<file path="src/hw/rtl/capture_period_tachometer_assert.svh">
// Assertion macros shared by the capture-period tachometer RTL.
`ifndef CAPTURE_PERIOD_TACHOMETER_ASSERT_SVH
`define CAPTURE_PERIOD_TACHOMETER_ASSERT_SVH

// Same-cycle implication, checked on every rising edge outside reset.
`define CPT_ASSERT_NOW(label, ante, cons, msg) \
  label: assert property (@(posedge clk) disable iff (!rst_n) (ante) |-> (cons)) \
    else $error(msg);

// Next-cycle implication, checked on every rising edge outside reset.
`define CPT_ASSERT_NEXT(label, ante, cons, msg) \
  label: assert property (@(posedge clk) disable iff (!rst_n) (ante) |=> (cons)) \
    else $error(msg);

`endif

</file>
<file path="src/hw/rtl/cpt_pkg.sv">
// Shared constants, codes and types of the capture-period tachometer.
`default_nettype none
package cpt_pkg;

  localparam int CapW     = 16;
  localparam int SpeedW   = 26;
  localparam int CfgW     = 8;
  localparam int CfgIdxW  = 2;
  localparam int DivisorW = CapW + CfgW;

  localparam logic [SpeedW-1:0] TachNum = 26'd60000000;

  localparam logic [CfgW-1:0] PprReset  = 8'd50;
  localparam logic [CfgW-1:0] ThrReset  = 8'd5;
  localparam logic [CfgW-1:0] SkipReset = 8'd5;

  localparam logic [CfgIdxW-1:0] REG_PPR       = 2'd0;
  localparam logic [CfgIdxW-1:0] REG_THRESHOLD = 2'd1;
  localparam logic [CfgIdxW-1:0] REG_SKIP      = 2'd2;

  localparam logic OP_CAPTURE  = 1'b0;
  localparam logic OP_OVERFLOW = 1'b1;

  typedef enum logic [3:0] {
    ST_IDLE = 4'b0001,
    ST_MUL  = 4'b0010,
    ST_DIV  = 4'b0100,
    ST_EVAL = 4'b1000
  } cpt_state_t;

  typedef struct packed {
    logic busy;
    logic done;
  } cpt_div_stat_t;

endpackage
`default_nettype wire

</file>
<file path="src/hw/rtl/cpt_div.sv">
// Bit-serial restoring divider of the fixed tachometer numerator.
`default_nettype none
module cpt_div (
  input  logic                          clk,
  input  logic                          rst_n,
  input  logic                          start,
  input  logic [cpt_pkg::DivisorW-1:0]  divisor,
  output logic [cpt_pkg::SpeedW-1:0]    quotient,
  output cpt_pkg::cpt_div_stat_t        stat
);
  import cpt_pkg::*;

  localparam int CntW = $clog2(SpeedW);
  localparam logic [CntW-1:0] LastStep = CntW'(SpeedW - 1);

  logic [DivisorW-1:0] dsr_r;
  logic [DivisorW-1:0] rem_r;
  logic [SpeedW-1:0]   qn_r;
  logic [CntW-1:0]     cnt_r;
  logic                busy_r;
  logic                done_r;
  logic [DivisorW:0]   trial;
  logic [DivisorW:0]   trial_sub;
  logic                ge;

  assign trial     = {rem_r, qn_r[SpeedW-1]};
  assign trial_sub = trial - {1'b0, dsr_r};
  assign ge        = (trial >= {1'b0, dsr_r});

  always_ff @(posedge clk) begin
    if (!rst_n) begin
      busy_r <= 1'b0;
      done_r <= 1'b0;
      cnt_r  <= '0;
    end else begin
      done_r <= 1'b0;
      if (start) begin
        busy_r <= 1'b1;
        cnt_r  <= '0;
      end else if (busy_r) begin
        cnt_r <= cnt_r + 1'b1;
        if (cnt_r == LastStep) begin
          busy_r <= 1'b0;
          done_r <= 1'b1;
        end
      end
    end
  end

  // The quotient bits shift in as the numerator bits shift out.
  always_ff @(posedge clk) begin
    if (start) begin
      dsr_r <= divisor;
      rem_r <= '0;
      qn_r  <= TachNum;
    end else if (busy_r) begin
      rem_r <= ge ? trial_sub[DivisorW-1:0] : trial[DivisorW-1:0];
      qn_r  <= {qn_r[SpeedW-2:0], ge};
    end
  end

  assign quotient  = qn_r;
  assign stat.busy = busy_r;
  assign stat.done = done_r;

endmodule
`default_nettype wire

</file>
<file path="src/hw/rtl/capture_period_tachometer.sv">
// Top level of the capture-period tachometer: event sequencer and report logic.
//
//  Channel | Ports                                                         | Direction
//  --------+---------------------------------------------------------------+----------
//  in      | in_valid, in_ready, in_op, in_capture_value                   | sink
//  out     | out_valid, out_ready, out_speed_rpm, out_period_ticks         | source
//  cfg     | cfg_we, cfg_index, cfg_wdata                                  | sink
//
// Overflow words and skipped captures are taken in the idle state and keep in_ready high.
// A kept capture holds in_ready low through the multiply, divide and evaluate states; the divide
// state runs the 26 steps of the bit-serial divider, and a zero divisor bypasses it.
// Reset is synchronous and restores the register defaults and the zero state.
// A report waits in the output register; a new report stalls until it is taken.
`default_nettype none
`include "capture_period_tachometer_assert.svh"
module capture_period_tachometer (
  input  logic                         clk,
  input  logic                         rst_n,
  input  logic                         in_valid,
  output logic                         in_ready,
  input  logic                         in_op,
  input  logic [cpt_pkg::CapW-1:0]     in_capture_value,
  output logic                         out_valid,
  input  logic                         out_ready,
  output logic [cpt_pkg::SpeedW-1:0]   out_speed_rpm,
  output logic [cpt_pkg::CapW-1:0]     out_period_ticks,
  input  logic                         cfg_we,
  input  logic [cpt_pkg::CfgIdxW-1:0]  cfg_index,
  input  logic [cpt_pkg::CfgW-1:0]     cfg_wdata
);
  import cpt_pkg::*;

  cpt_state_t          state_r;
  logic [CfgW-1:0]     ppr_r;
  logic [CfgW-1:0]     thr_r;
  logic [CfgW-1:0]     skip_cfg_r;
  logic                skip_pending_r;
  logic [CapW-1:0]     last_cap_r;
  logic [SpeedW-1:0]   last_speed_r;
  logic [CfgW-1:0]     count_r;
  logic [CapW-1:0]     period_r;
  logic [SpeedW-1:0]   speed_r;
  logic                out_valid_r;
  logic [SpeedW-1:0]   out_speed_r;
  logic [CapW-1:0]     out_period_r;

  logic                in_acc;
  logic [DivisorW-1:0] product;
  logic                div_start;
  logic [SpeedW-1:0]   div_quot;
  cpt_div_stat_t       div_stat;
  logic [SpeedW-1:0]   speed_diff;
  logic                changed;
  logic                report;
  logic                emit;

  assign in_ready = (state_r == ST_IDLE);
  assign in_acc   = in_valid && in_ready;

  assign product   = DivisorW'(period_r) * DivisorW'(ppr_r);
  assign div_start = (state_r == ST_MUL) && (product != '0);

  assign speed_diff = (speed_r >= last_speed_r) ? (speed_r - last_speed_r)
                                                : (last_speed_r - speed_r);
  assign changed = (speed_diff >= SpeedW'(thr_r));
  assign report  = changed && (count_r == skip_cfg_r);
  assign emit    = (state_r == ST_EVAL) && report && (!out_valid_r || out_ready);

  cpt_div u_div (
    .clk      (clk),
    .rst_n    (rst_n),
    .start    (div_start),
    .divisor  (product),
    .quotient (div_quot),
    .stat     (div_stat)
  );

  always_ff @(posedge clk) begin
    if (!rst_n) begin
      ppr_r      <= PprReset;
      thr_r      <= ThrReset;
      skip_cfg_r <= SkipReset;
    end else if (cfg_we) begin
      unique case (cfg_index)
        REG_PPR:       ppr_r      <= cfg_wdata;
        REG_THRESHOLD: thr_r      <= cfg_wdata;
        REG_SKIP:      skip_cfg_r <= cfg_wdata;
        default:       ;
      endcase
    end
  end

  always_ff @(posedge clk) begin
    if (!rst_n) begin
      state_r        <= ST_IDLE;
      skip_pending_r <= 1'b0;
      last_cap_r     <= '0;
      last_speed_r   <= '0;
      count_r        <= '0;
      out_valid_r    <= 1'b0;
    end else begin
      if (emit) begin
        out_valid_r <= 1'b1;
      end else if (out_ready) begin
        out_valid_r <= 1'b0;
      end
      unique case (state_r)
        ST_IDLE: begin
          if (in_acc) begin
            if (in_op == OP_OVERFLOW) begin
              skip_pending_r <= 1'b1;
            end else if (skip_pending_r) begin
              skip_pending_r <= 1'b0;
            end else begin
              last_cap_r <= in_capture_value;
              state_r    <= ST_MUL;
            end
          end
        end
        ST_MUL: begin
          state_r <= (product == '0) ? ST_EVAL : ST_DIV;
        end
        ST_DIV: begin
          if (div_stat.done) begin
            state_r <= ST_EVAL;
          end
        end
        ST_EVAL: begin
          if (!changed) begin
            state_r <= ST_IDLE;
          end else if (!report) begin
            count_r <= count_r + 1'b1;
            state_r <= ST_IDLE;
          end else if (emit) begin
            last_speed_r <= speed_r;
            count_r      <= '0;
            state_r      <= ST_IDLE;
          end
        end
        default: state_r <= ST_IDLE;
      endcase
    end
  end

  always_ff @(posedge clk) begin
    if (in_acc) begin
      period_r <= in_capture_value - last_cap_r;
    end
    if (state_r == ST_MUL) begin
      speed_r <= TachNum;
    end else if (div_stat.done) begin
      speed_r <= div_quot;
    end
    if (emit) begin
      out_speed_r  <= speed_r;
      out_period_r <= period_r;
    end
  end

  assign out_valid        = out_valid_r;
  assign out_speed_rpm    = out_speed_r;
  assign out_period_ticks = out_period_r;

  `CPT_ASSERT_NOW(a_div_in_div_state, div_stat.busy || div_stat.done,
                  state_r == ST_DIV, "divider active outside the divide state")
  `CPT_ASSERT_NOW(a_out_matches_last, out_valid_r, out_speed_r == last_speed_r,
                  "pending report differs from the last reported speed")
  `CPT_ASSERT_NEXT(a_emit_sets_valid, emit, out_valid_r && (state_r == ST_IDLE),
                   "report did not reach the output register")

endmodule
`default_nettype wire
</file>
<file path="config.mk">
export PLATFORM = sky130hd
export DESIGN_NAME = capture_period_tachometer
export DESIGN_NICKNAME = d
export VERILOG_FILES = /design/src/hw/rtl/cpt_pkg.sv /design/src/hw/rtl/cpt_div.sv /design/src/hw/rtl/capture_period_tachometer.sv
export VERILOG_INCLUDE_DIRS = /design/src /design/src/hw/rtl
export SDC_FILE = /design/constraint.sdc
export NUM_CORES = 1
export LEC_CHECK = 0
export ABC_AREA = 1
export BUFFER_PORTS_ARGS = -buffer_cell sky130_fd_sc_hd__buf_2
export CAP_MARGIN = 15
export CORE_MARGIN = 2
export CORE_UTILIZATION = 65
export CTS_CLUSTER_SIZE = 25
export DETAILED_ROUTE_END_ITERATION = 8
export PLACE_DENSITY = 0.82
export SYNTH_ARGS = -nofsm -noshare
export SYNTH_HDL_FRONTEND = slang
export SYNTH_SLANG_ARGS = --single-unit
export TNS_END_PERCENT = 100
</file>
<file path="constraint.sdc">
create_clock -name clk -period 15.9 [get_ports clk]
set_input_delay 0.795 -clock clk [delete_from_list [all_inputs] [get_ports clk]]
set_output_delay 0.795 -clock clk [all_outputs]
set_load 0.005 [all_outputs]
</file>
# --- After elaboration in Yosys (flattened, before gate mapping) ---
# Cells that the tools add are included.
op_classes:
  n_mul: 1
  eq_ne: 14
  mux: 20
  reduce_logical: 21
  n_addsub: 6
  bitwise: 4
  n_lt_le_gt_ge: 3
op_table:
  columns: ["operator", "n"]
  rows:
  - ["$sub 26x26->26", 2]
  - ["$mux 4", 8]
  - ["$ge 26x26->1", 1]
  - ["$ge 26x8->1", 1]
  - ["$mux 26", 1]
  - ["$ge 25x24->1", 1]
  - ["$logic_not 24->1", 1]
  - ["$mul 16x8->24", 1]
  - ["$mux 24", 1]
  - ["$reduce_bool 24->1", 1]
  - ["$sub 24x24->24", 1]
  - ["$mux 8", 2]
  - ["$pmux 4 s4", 1]
  - ["$sub 16x16->16", 1]
  - ["$add 8x1->8 const B", 1]
  - ["$eq 8x8->1", 1]
  - ["$reduce_and 2->1", 4]
  - ["$reduce_and 4->1", 2]
  - ["$mux 1", 7]
  - ["$ne 2x1->1 const B", 3]
  - ["$add 5x1->5 const B", 1]
  - ["$eq 5x5->1 const B", 1]
  - ["$logic_and 1x1->1", 5]
  - ["$reduce_and 5->1", 1]
  - ["other kinds (16)", 20]
word_totals:
  wordCells: 88
  in_bits: 32
  register_bits: 245
  output_inout_bits: 44

# --- Longest topological paths before layout ---
# Gate-level depths: netlist of the first run.
logic_depth:
  word_depth: 10
  depth_mapped: 32
  depth_no_buf: 29

# --- Hierarchy ---
# Synthesis of the first run repeated with hierarchy kept, for this count alone.
unflattened:
  cells_unflattened: 2981
  hier_area_um2: 20244.4
modules_own_cells:
  columns: ["module", "cells_per_inst", "seq_area_each_um2", "instances", "area_per_inst_um2"]
  rows:
  - ["capture_period_tachometer", 2238, 3863.7, 1, 15250.9]
  - ["cpt_div", 743, 1861.8, 1, 4993.5]

# --- Worst setup path before layout of the first run ---
# No wires, ideal clock.
synth_path:
  kind: "register to register"
  start: "reg ppr_r[7]"
  end: "reg u_div.dsr_r[0], enable pin"
  required_time_ps: 15502
  synth_period_minus_slack_ps: 5805
  setup_ps: 398
  t_arrival_ps: 5407
  n_path_buf: 3
  stages_incl_launch_ff: 26
  setup_slack_ps: 10095
  path_cell_list: "dfxtp_1 -> clkbuf_1 -> clkbuf_1 -> nand2_1 -> fa_1 -> fa_1 -> inv_1 -> fa_1 -> inv_1 -> fa_1 -> inv_1 -> ha_1 -> a21oi_1 -> nor2_1 -> nor2_1 -> nand2_1 -> nand4_1 -> nand2_1 -> nand2_1 -> nand2_1 -> nand2_1 -> nor2_1 -> nand3_1 -> nand2_1 -> clkinv_1 -> buf_1"
synth_between:
  elab_chain_cells: 3
synth_rtl:
  columns: ["item", "line", "rtl"]
  rows:
  - ["from (decl)", "capture_period_tachometer.sv:34", "logic [CfgW-1:0] ppr_r;"]
  - ["from (signal assigned)", "capture_period_tachometer.sv:80", "ppr_r <= PprReset;"]
  - ["from (signal assigned)", "capture_period_tachometer.sv:85", "REG_PPR: ppr_r <= cfg_wdata;"]
  - ["$mul 16x8->24", "capture_period_tachometer.sv:60", "assign product = DivisorW'(period_r) * DivisorW'(ppr_r);"]
  - ["$reduce_bool 24->1", "capture_period_tachometer.sv:61", "assign div_start = (state_r == ST_MUL) && (product != '0);"]
  - ["$logic_and 1x1->1", "capture_period_tachometer.sv:61", null]
  - ["named net div_start", "capture_period_tachometer.sv:49", "logic div_start;"]
  - ["to (signal assigned)", "cpt_div.sv:53", "dsr_r <= divisor;"]
  - ["to (decl)", "cpt_div.sv:16", "logic [DivisorW-1:0] dsr_r;"]
# The timed path passes the listed nets, and every way through them passes these cells.
# A chain may end at the register's enable or synchronous reset.

# --- Worst setup path after layout of the first run ---
layout_path:
  start: "reg ppr_r[4]"
  end: "reg u_div.qn_r[21] (netlist: u_div.quotient[21])"
layout_between:
  elab_chain_cells: 3
layout_rtl:
  columns: ["item", "line", "rtl"]
  rows:
  - ["$mul 16x8->24", "capture_period_tachometer.sv:60", null]
  - ["$reduce_bool 24->1", "capture_period_tachometer.sv:61", null]
  - ["$logic_and 1x1->1", "capture_period_tachometer.sv:61", null]
  - ["to (signal assigned)", "cpt_div.sv:55", "qn_r <= TachNum;"]
  - ["to (signal assigned)", "cpt_div.sv:58", "qn_r <= {qn_r[SpeedW-2:0], ge};"]
  - ["to (decl)", "cpt_div.sv:18", "logic [SpeedW-1:0] qn_r;"]
# Every way passes these cells.

==> results of run 1 <==
per-stage QoR:
step / hold slack, ns / power [W]
floorplan: 0.4244 / 0.002347
global placement: 0.4470 / 0.002802
detailed placement: 0.4513 / 0.002852
CTS: 0.4619 / 0.003457
global route: 0.4869 / 0.003789
finish: 0.4610 / 0.003478
layout by cell type (no fill, tap or decap), types with 9 or more instances in the layout:
cell type  instances
xnor2_1           28
edfxtp_1          82
xor2_1            38
nand3_1          111
nand2_1          766
o21ai_1           19
o211ai_1          23
a21oi_1          171
o21ai_0          107
nor3_1            17
buf_4             10
inv_1            544
fa_1              88
buf_2             75
nor2_1           179
dfxtp_1          163
nand4_1           32
nor2_2             9
ha_1             145
a31oi_1           14
o21bai_1           9
clkbuf_16         27
state kept, by name, indices dropped and copies added (netlist names), 16 cells and up:
name	cells
last_cap_r	16
last_speed_r	26
out_period_ticks	16
out_speed_rpm	26
period_r	16
speed_r	26
u_div.dsr_r	24
u_div.quotient	26
u_div.rem_r	24
area by class of cell:
type / count / share of cell area
tap: 384 / 0.02347
multi-input combinational: 1822 / 0.5325
timing repair buffer: 85 / 0.02200
clock buffer: 32 / 0.03496
sequential: 245 / 0.2797
antenna: 2 / 0.0002445
inverter: 550 / 0.1008
clock inverter: 15 / 0.006234
synthesized netlist by cell type, types with 28 or more instances:
master    count
nand4_1      32
xor2_1       38
xnor2_1      28
nand3_1     111
o21ai_0     107
nor2_1      179
a21oi_1     171
nand2_1     766
dfxtp_1     163
fa_1         88
ha_1        145
edfxtp_1     82
inv_1       544
clkbuf_1     63
power breakdown:
group          internal [W]  switching, W
Combinational      0.000687       0.00128
Sequential         0.000794      0.000116
Clock              0.000339      0.000257
Total               0.00182       0.00166
per-layer routing:
metal	wire, um	part of all wire	track usage	vias to the layer above
li1	-	-	-	8461
met4	1339	0.027	0.09340	2
met5	11	0.00022	0	-
met1	21820	0.44	0.4459	8109
met3	3416	0.069	0.04329	94
met2	22760	0.46	0.5356	633
how the worst max path moves through the flow:
stage	start	end	slack, ns	cells past startpoint
2_1_floorplan	ppr_r[7]$_SDFFE_PN0P_	u_div.dsr_r[0]$_DFFE_PP_	10.10	25
3_3_place_gp	ppr_r[6]$_SDFFE_PN0P_	u_div.dsr_r[9]$_DFFE_PP_	9.64	24
3_5_place_dp	ppr_r[4]$_SDFFE_PN1P_	u_div.quotient[21]$_SDFFE_PP0P_	9.39	24
4_1_cts	ppr_r[4]$_SDFFE_PN1P_	u_div.quotient[21]$_SDFFE_PP0P_	9.34	24
5_1_grt	ppr_r[7]$_SDFFE_PN0P_	u_div.quotient[21]$_SDFFE_PP0P_	8.84	25
6_report	ppr_r[4]$_SDFFE_PN1P_	u_div.quotient[21]$_SDFFE_PP0P_	9.26	23
cell families after synthesis:
group / after synthesis
flip-flops: 245
XOR/XNOR: 66
AND/OR/NAND/NOR: 1152
AO/OA/AOI/OAI: 370
buffers and inverters: 636
multiplexers: 1
adder cells (fa/ha/maj): 233
worst max-delay path: cells and delay by family, from the launching register on:
kind                       cells  cell delay, ns
AOI/OAI and AO/OA              1            0.25
adders and majority gates      5            2.53
buffers and inverters          5            1.00
DFF                            1            0.83
and+or+nand+nor               12            1.88
==> flow_metrics.py, run 1 <==
metrics = {
    "clock_network": {
        "cts_made_buffers": 26,
        "postCtsHoldBufs": 0,
        "clock_path_buffers": 3,
        "cts_resized": 0,
        "clock-root-buffer": "clkbuf_16",
        "worstSkewPairLatency_ns": 0.53,
        "htree_num_levels": 1,
        "post-cts-setup-buffers": 0,
        "clkTransAtPathRegs_ns": 0.06,
        "cts_tree": "built",
        "cts.sinks": 245,
    },
    "detailed_routing": {
        "routed-via-count": 17300,
        "drtIter0Drc": 1602,
        "drc_errors": 0,
        "ant_nets": 0,
        "wl_per_cell_um": 15.74,
        "wl_um": 49350,
        "viasPerCell": 5.518,
        "dr.pass1.iters": 5,
    },
    "floorplan": {
        "dieArea_um2": 30740,
        "coreArea_um2": 28780,
        "initial_utilization": 0.6630,
        "dieWidth_um": 175.3,
        "std_cell_rows": 62,
        "die_h_um": 175.3,
        "io_pins": 76,
    },
    "global_route": {
        "grt_pass1_vias": 16550,
        "grt_max_degree": 71,
        "grt_usage": 0.3237,
        "grt_pass1_wl_um": 81250,
        "antenna_found_initial": 3,
        "grt_overflow": 0,
    },
    "synth": {
        "synth.top_cell.area_share": 0.1710,
        "ys_warn_count": 0,
        "synth_compound_area_frac": 0.1057,
        "yosys_register_bits": 245,
        "synth_top_family_by_area": "simple AND/OR/NAND/NOR gates",
        "synth-seq-area-share": 0.3001,
        "synth_xor_area_frac": 0.03030,
        "synth_cell_type_count": 46,
        "syn-cell-area_um2": 19080,
        "synthCells": 2703,
        "syn-mean-instance-area_um2": 7.059,
        "yosys.area_share.simple": 0.2474,
        "synthAdderAreaFrac": 0.1874,
        "synth-edff-count": 82,
        "synth_top_area_cell": "dfxtp_1",
        "yosys_most_used_dff": "dfxtp_1",
        "synth.area.top_cells": "dfxtp_1 17%, nand2_1 15%, edfxtp_1 13%",
        "syn_nets": 2968,
        "synthMuxAreaShare": 0.0005246,
        "async_reset_ff_frac": 0,
    },
    "setup_path": {
        "crit_slowest_cell": "dfxtp_1",
        "cp_max_fo": 51,
        "slowest_delay_ns": 0.83,
        "crit_required_ns": 16.34,
        "regToRegStartpoint": "ppr_r[4]$_SDFFE_PN1P_",
        "rrSetupSlack_ns": 9.26,
        "end_kind": "flop",
        "cpMostUsedCell": "nand2_1",
        "start_kind": "flop",
        "r2r_cells": 23,
        "worstSetupPathType": "flop to flop",
        "arrival_ns": 7.07,
        "rr_endpoint": "u_div.quotient[21]$_SDFFE_PP0P_",
        "worstPathCellList": "nand2_1 -> fa_1 -> inv_1 -> fa_1 -> fa_1 -> inv_1 -> fa_1 -> inv_1 -> ha_1 -> nand2_1 -> nor2_1 -> and2_1 -> nand3_1 -> nand3_1 -> nand2_1 -> nand2_1 -> nand2_1 -> nor2_1 -> nand3_1 -> nand2_1 -> clkinv_1 -> buf_4 -> a211oi_1",
    },
    "placement": {
        "hpwlAfterDp_um": 38160,
        "place_area_um2": 19620,
        "place_inst": 3086,
        "numPortBuffers": 75,
        "dp_slack_ns": 9.387,
        "gp_congestion": 0.9617,
    },
    "sta": {
        "max_freq_mhz": 150.7,
        "worstMarginPinSlew_ns": 0.8865,
        "finalCritPeriodShare": 0.4174,
        "min_period_ns": 6.637,
        "relSlewSlack": 0.4076,
        "setup_tns_ns": 0,
        "fin_worst_skew_ns": 0.01088,
        "final_hold_viol_count": 0,
        "rsz0062_at_grt": "no",
        "slew_violations": 0,
        "setup_ws_ns": 9.263,
        "setup_violations": 0,
    },
    "outcome": {
        "status": "complete, no violations",
    },
    "hold_path": {
        "hold_depth": 2,
        "min_path_type": "flop to flop",
        "min_to": "last_cap_r[14]$_SDFFE_PN0P_",
        "hp-start": "last_cap_r[14]$_SDFFE_PN0P_",
    },
    "finish": {
        "multiInputGateArea_um2": 10900,
        "nFillCells": 2406,
        "seq_area_um2": 5725,
        "design_area_um2": 20470,
        "finish.utilization": 0.7113,
        "area_delta_synth_final_pct": 7.285,
        "stdcell_count": 3135,
        "layout-drive-gt1-share": 0.05711,
        "layout.nets": 2995,
    },
    "power": {
        "power_density_nw_per_um2": 169.9,
        "p_leak_nw": 10.84,
        "peakVddDrop_mv": 0.1093,
    },
    "flow_run": {
        "cap_violations": 0,
    },
}
Power figures use the tool's default switching activity.
==> run 2, diff against run 1 <==
--- a/config.mk
+++ b/config.mk
@@ -6,14 +6,14 @@
 export SDC_FILE = /design/constraint.sdc
 export NUM_CORES = 1
 export LEC_CHECK = 0
-export ABC_AREA = 1
+export ABC_AREA = 0
 export BUFFER_PORTS_ARGS = -buffer_cell sky130_fd_sc_hd__buf_2
 export CAP_MARGIN = 15
 export CORE_MARGIN = 2
-export CORE_UTILIZATION = 65
+export CORE_UTILIZATION = 57
 export CTS_CLUSTER_SIZE = 25
 export DETAILED_ROUTE_END_ITERATION = 8
-export PLACE_DENSITY = 0.82
+export PLACE_DENSITY = 0.77
 export SYNTH_ARGS = -nofsm -noshare
 export SYNTH_HDL_FRONTEND = slang
 export SYNTH_SLANG_ARGS = --single-unit
==> constraint.sdc (replaced) <==
create_clock -name clk -period 5.5 [get_ports clk]
set_input_delay 0.275 -clock clk [delete_from_list [all_inputs] [get_ports clk]]
set_output_delay 0.275 -clock clk [all_outputs]
set_load 0.005 [all_outputs]
==> run 2 against run 1 <==
Net effect: the run now ends with setup timing left; sequential power increased to 2.5 times the previous value; clock-buffer cell count unchanged; global-route usage decreased by 6.5 points; power increased by 140%; combinational power up 120%; sequential share of layout area decreased by 1.9 points; synthesized cell count fell by 27%; final cell count shrank 17%; clock power grew to 3.1 times the previous value; sequential cell count stayed put; first-iteration DRC count shrank 52%; utilization is 0.44 points higher; critical path type unchanged; critical endpoint is now u_div.dsr_r[8]$_DFFE_PP_; highest routed layer unchanged.
==> flow_metrics.py, run 2 <==
metrics = {
    "outcome": {
        "status": "complete, but fails checks",
        "violations": "setup timing",
    },
    "clock_network": {
        "htree_num_levels": 1,
        "worstSkewPairLatency_ns": 0.58,
        "clkTransAtPathRegs_ns": 0.06,
        "cts.sinks": 245,
        "clock-root-buffer": "clkbuf_16",
        "cts_tree": "built",
        "clock_path_buffers": 3,
        "cts_made_buffers": 28,
    },
    "synth": {
        "synthCells": 1961,
        "yosys.area_share.simple": 0.1669,
        "synthAdderAreaFrac": 0.1996,
        "async_reset_ff_frac": 0,
        "synth_most_common_cell": "inv_1",
        "synth_cell_type_count": 72,
        "synth_compound_area_frac": 0.1358,
        "ys_warn_count": 0,
        "synth_top_family_by_area": "adder cells",
        "syn_nets": 2226,
        "synth-edff-count": 82,
        "syn-cell-area_um2": 17920,
        "synth.top_cell.area_share": 0.1821,
        "synth_xor_area_frac": 0.04106,
        "synth.area.top_cells": "dfxtp_1 18%, edfxtp_1 14%, ha_1 10%",
        "yosys_register_bits": 245,
        "yosys_most_used_dff": "dfxtp_1",
        "synth_top_area_cell": "dfxtp_1",
        "ys_top_cells_by_count": "240 x inv_1, 163 x dfxtp_1, 157 x nand2_1, 145 x ha_1, 129 x and2_1",
        "synthMuxAreaShare": 0.06767,
        "syn-mean-instance-area_um2": 9.136,
        "synth-seq-area-share": 0.3196,
    },
    "detailed_routing": {
        "drtIter0Drc": 765,
        "wl_um": 44430,
        "drc_errors": 0,
        "wl_per_cell_um": 16.98,
        "ant_nets": 0,
        "viasPerCell": 5.675,
        "dr.pass1.iters": 5,
        "routed-via-count": 14850,
    },
    "finish": {
        "layout-drive-gt1-share": 0.2071,
        "nFillCells": 2167,
        "n_antenna_cell": 0,
        "area_delta_synth_final_pct": 22.84,
        "finish.utilization": 0.7157,
        "design_area_um2": 22010,
        "layout_commonest_cell": "inv_1",
        "layout_common_cells": "227 x inv_1, 156 x dfxtp_1, 152 x buf_4",
        "layout.nets": 2464,
    },
    "power": {
        "peakVddDrop_mv": 0.3274,
        "total_power_w": 0.008482,
        "power_density_nw_per_um2": 385.4,
        "p_leak_nw": 9.775,
    },
    "floorplan": {
        "initial_utilization": 0.5826,
        "die_h_um": 181.3,
        "dieWidth_um": 181.3,
        "std_cell_rows": 64,
        "dieArea_um2": 32870,
        "coreArea_um2": 30750,
        "io_pins": 76,
    },
    "sta": {
        "worstMarginPinSlew_ns": 1.189,
        "rsz0062_at_grt": "yes",
        "min_period_ns": 5.661,
        "setup_ws_ns": -0.1607,
        "fin_worst_skew_ns": 0.03963,
        "max_freq_mhz": 176.7,
        "final_hold_viol_count": 0,
        "slew_violations": 0,
        "hold_ws_ns": 0.02692,
        "finalCritPeriodShare": 1.029,
        "relSlewSlack": 0.1962,
        "setup_violations": 64,
    },
    "placement": {
        "numPortBuffers": 75,
        "dp_slack_ns": -0.4101,
        "gp_congestion": 0.9540,
        "place_area_um2": 19730,
        "hpwlAfterDp_um": 31330,
    },
    "setup_path": {
        "cp_max_fo": 9,
        "start_kind": "flop",
        "crit_required_ns": 5.77,
        "arrival_ns": 5.93,
        "end_kind": "flop",
        "worstSetupPathType": "flop to flop",
    },
    "global_route": {
        "antenna_found_initial": 1,
        "grt_overflow": 0,
        "grt_pass1_wl_um": 70950,
        "grt_max_degree": 83,
        "grt_pass1_vias": 14630,
        "grt_usage": 0.2588,
    },
    "flow_run": {
        "cap_violations": 0,
    },
    "hold_path": {
        "min_path_type": "input pin to flop",
    },
}
-- run 2: layout make-up --
class | count | area [um^2] | share of cell area
clock inverters | 20 | 180.2 | 0.008187
repair buffers | 285 | 2361 | 0.1073
multi-input cells | 1399 | 11580 | 0.5261
well taps | 396 | 495.5 | 0.02251
clock buffers | 32 | 745.7 | 0.03388
inverters | 240 | 900.9 | 0.04093
flip-flops and latches | 245 | 5747 | 0.2611
-- run 2: what timing repair did --
item	CTS	global route
hold buffers	21	0
pin swaps	23	81
endpoints found under the setup margin	83	158
setup buffers	14	21
gates cloned	4	4
hold endpoints to repair	21	0
gates resized for setup	84	91
-- run 2: metrics by stage --
stage	instances	TNS, ns
6_report	2617	-4.845
3_3_place_gp	2501	-7.981
4_1_cts	2592	-6.760
5_1_grt	2617	-24.30
2_1_floorplan	1961	0
3_5_place_dp	2501	-21.14
-- run 2: report_power, final --
group	total (W)	internal [W]	switching [W]
clock	0.00184	0.00107	0.000774
combinational	0.00434	0.00209	0.00226
sequential	0.00230	0.00214	0.000157
total	0.00848	0.00530	0.00319
-- run 2: worst paths after layout --
kind                                 to  slack (ns)                        from  cells after the start
max            u_div.dsr_r[8]$_DFFE_PP_       -0.16       period_r[4]$_DFFE_PP_                     23
min               thr_r[7]$_SDFFE_PN0P_        0.03                cfg_wdata[7]                      3
max reg2reg    u_div.dsr_r[8]$_DFFE_PP_       -0.16       period_r[4]$_DFFE_PP_                     23
min reg2reg  last_cap_r[2]$_SDFFE_PN0P_        0.47  last_cap_r[2]$_SDFFE_PN0P_                      2
-- run 2: cell families after synthesis --
group                    after synthesis
AO/OA/AOI/OAI                        378
XOR/XNOR                              84
adder cells (fa/ha/maj)              233
buffers and inverters                317
flip-flops                           245
multiplexers                         121
AND/OR/NAND/NOR                      583
-- run 2: metal layers --
layer,GRT usage,up-vias,wire length (um)
met3,0.02782,93,2114
met1,0.3457,7159,19430
li1,-,7156,-
met4,0.07154,2,1149
met5,0,-,13
met2,0.4467,442,21720
-- run 2: critical path, cell delays in order, from the launching register on --
cell       delay [ns]
edfxtp_1         0.47
and2_4           0.19
fa_1             0.50
inv_1            0.06
fa_1             0.52
inv_2            0.04
fa_1             0.49
inv_2            0.04
fa_1             0.49
inv_2            0.05
ha_4             0.27
o21a_1           0.12
o21ai_2          0.08
nand2_1          0.08
nand2_2          0.07
a2111o_1         0.48
a21oi_2          0.20
o31ai_2          0.09
xnor2_1          0.28
nor2_2           0.07
and4b_2          0.26
nor2_4           0.16
buf_6            0.21
clkbuf_16        0.17
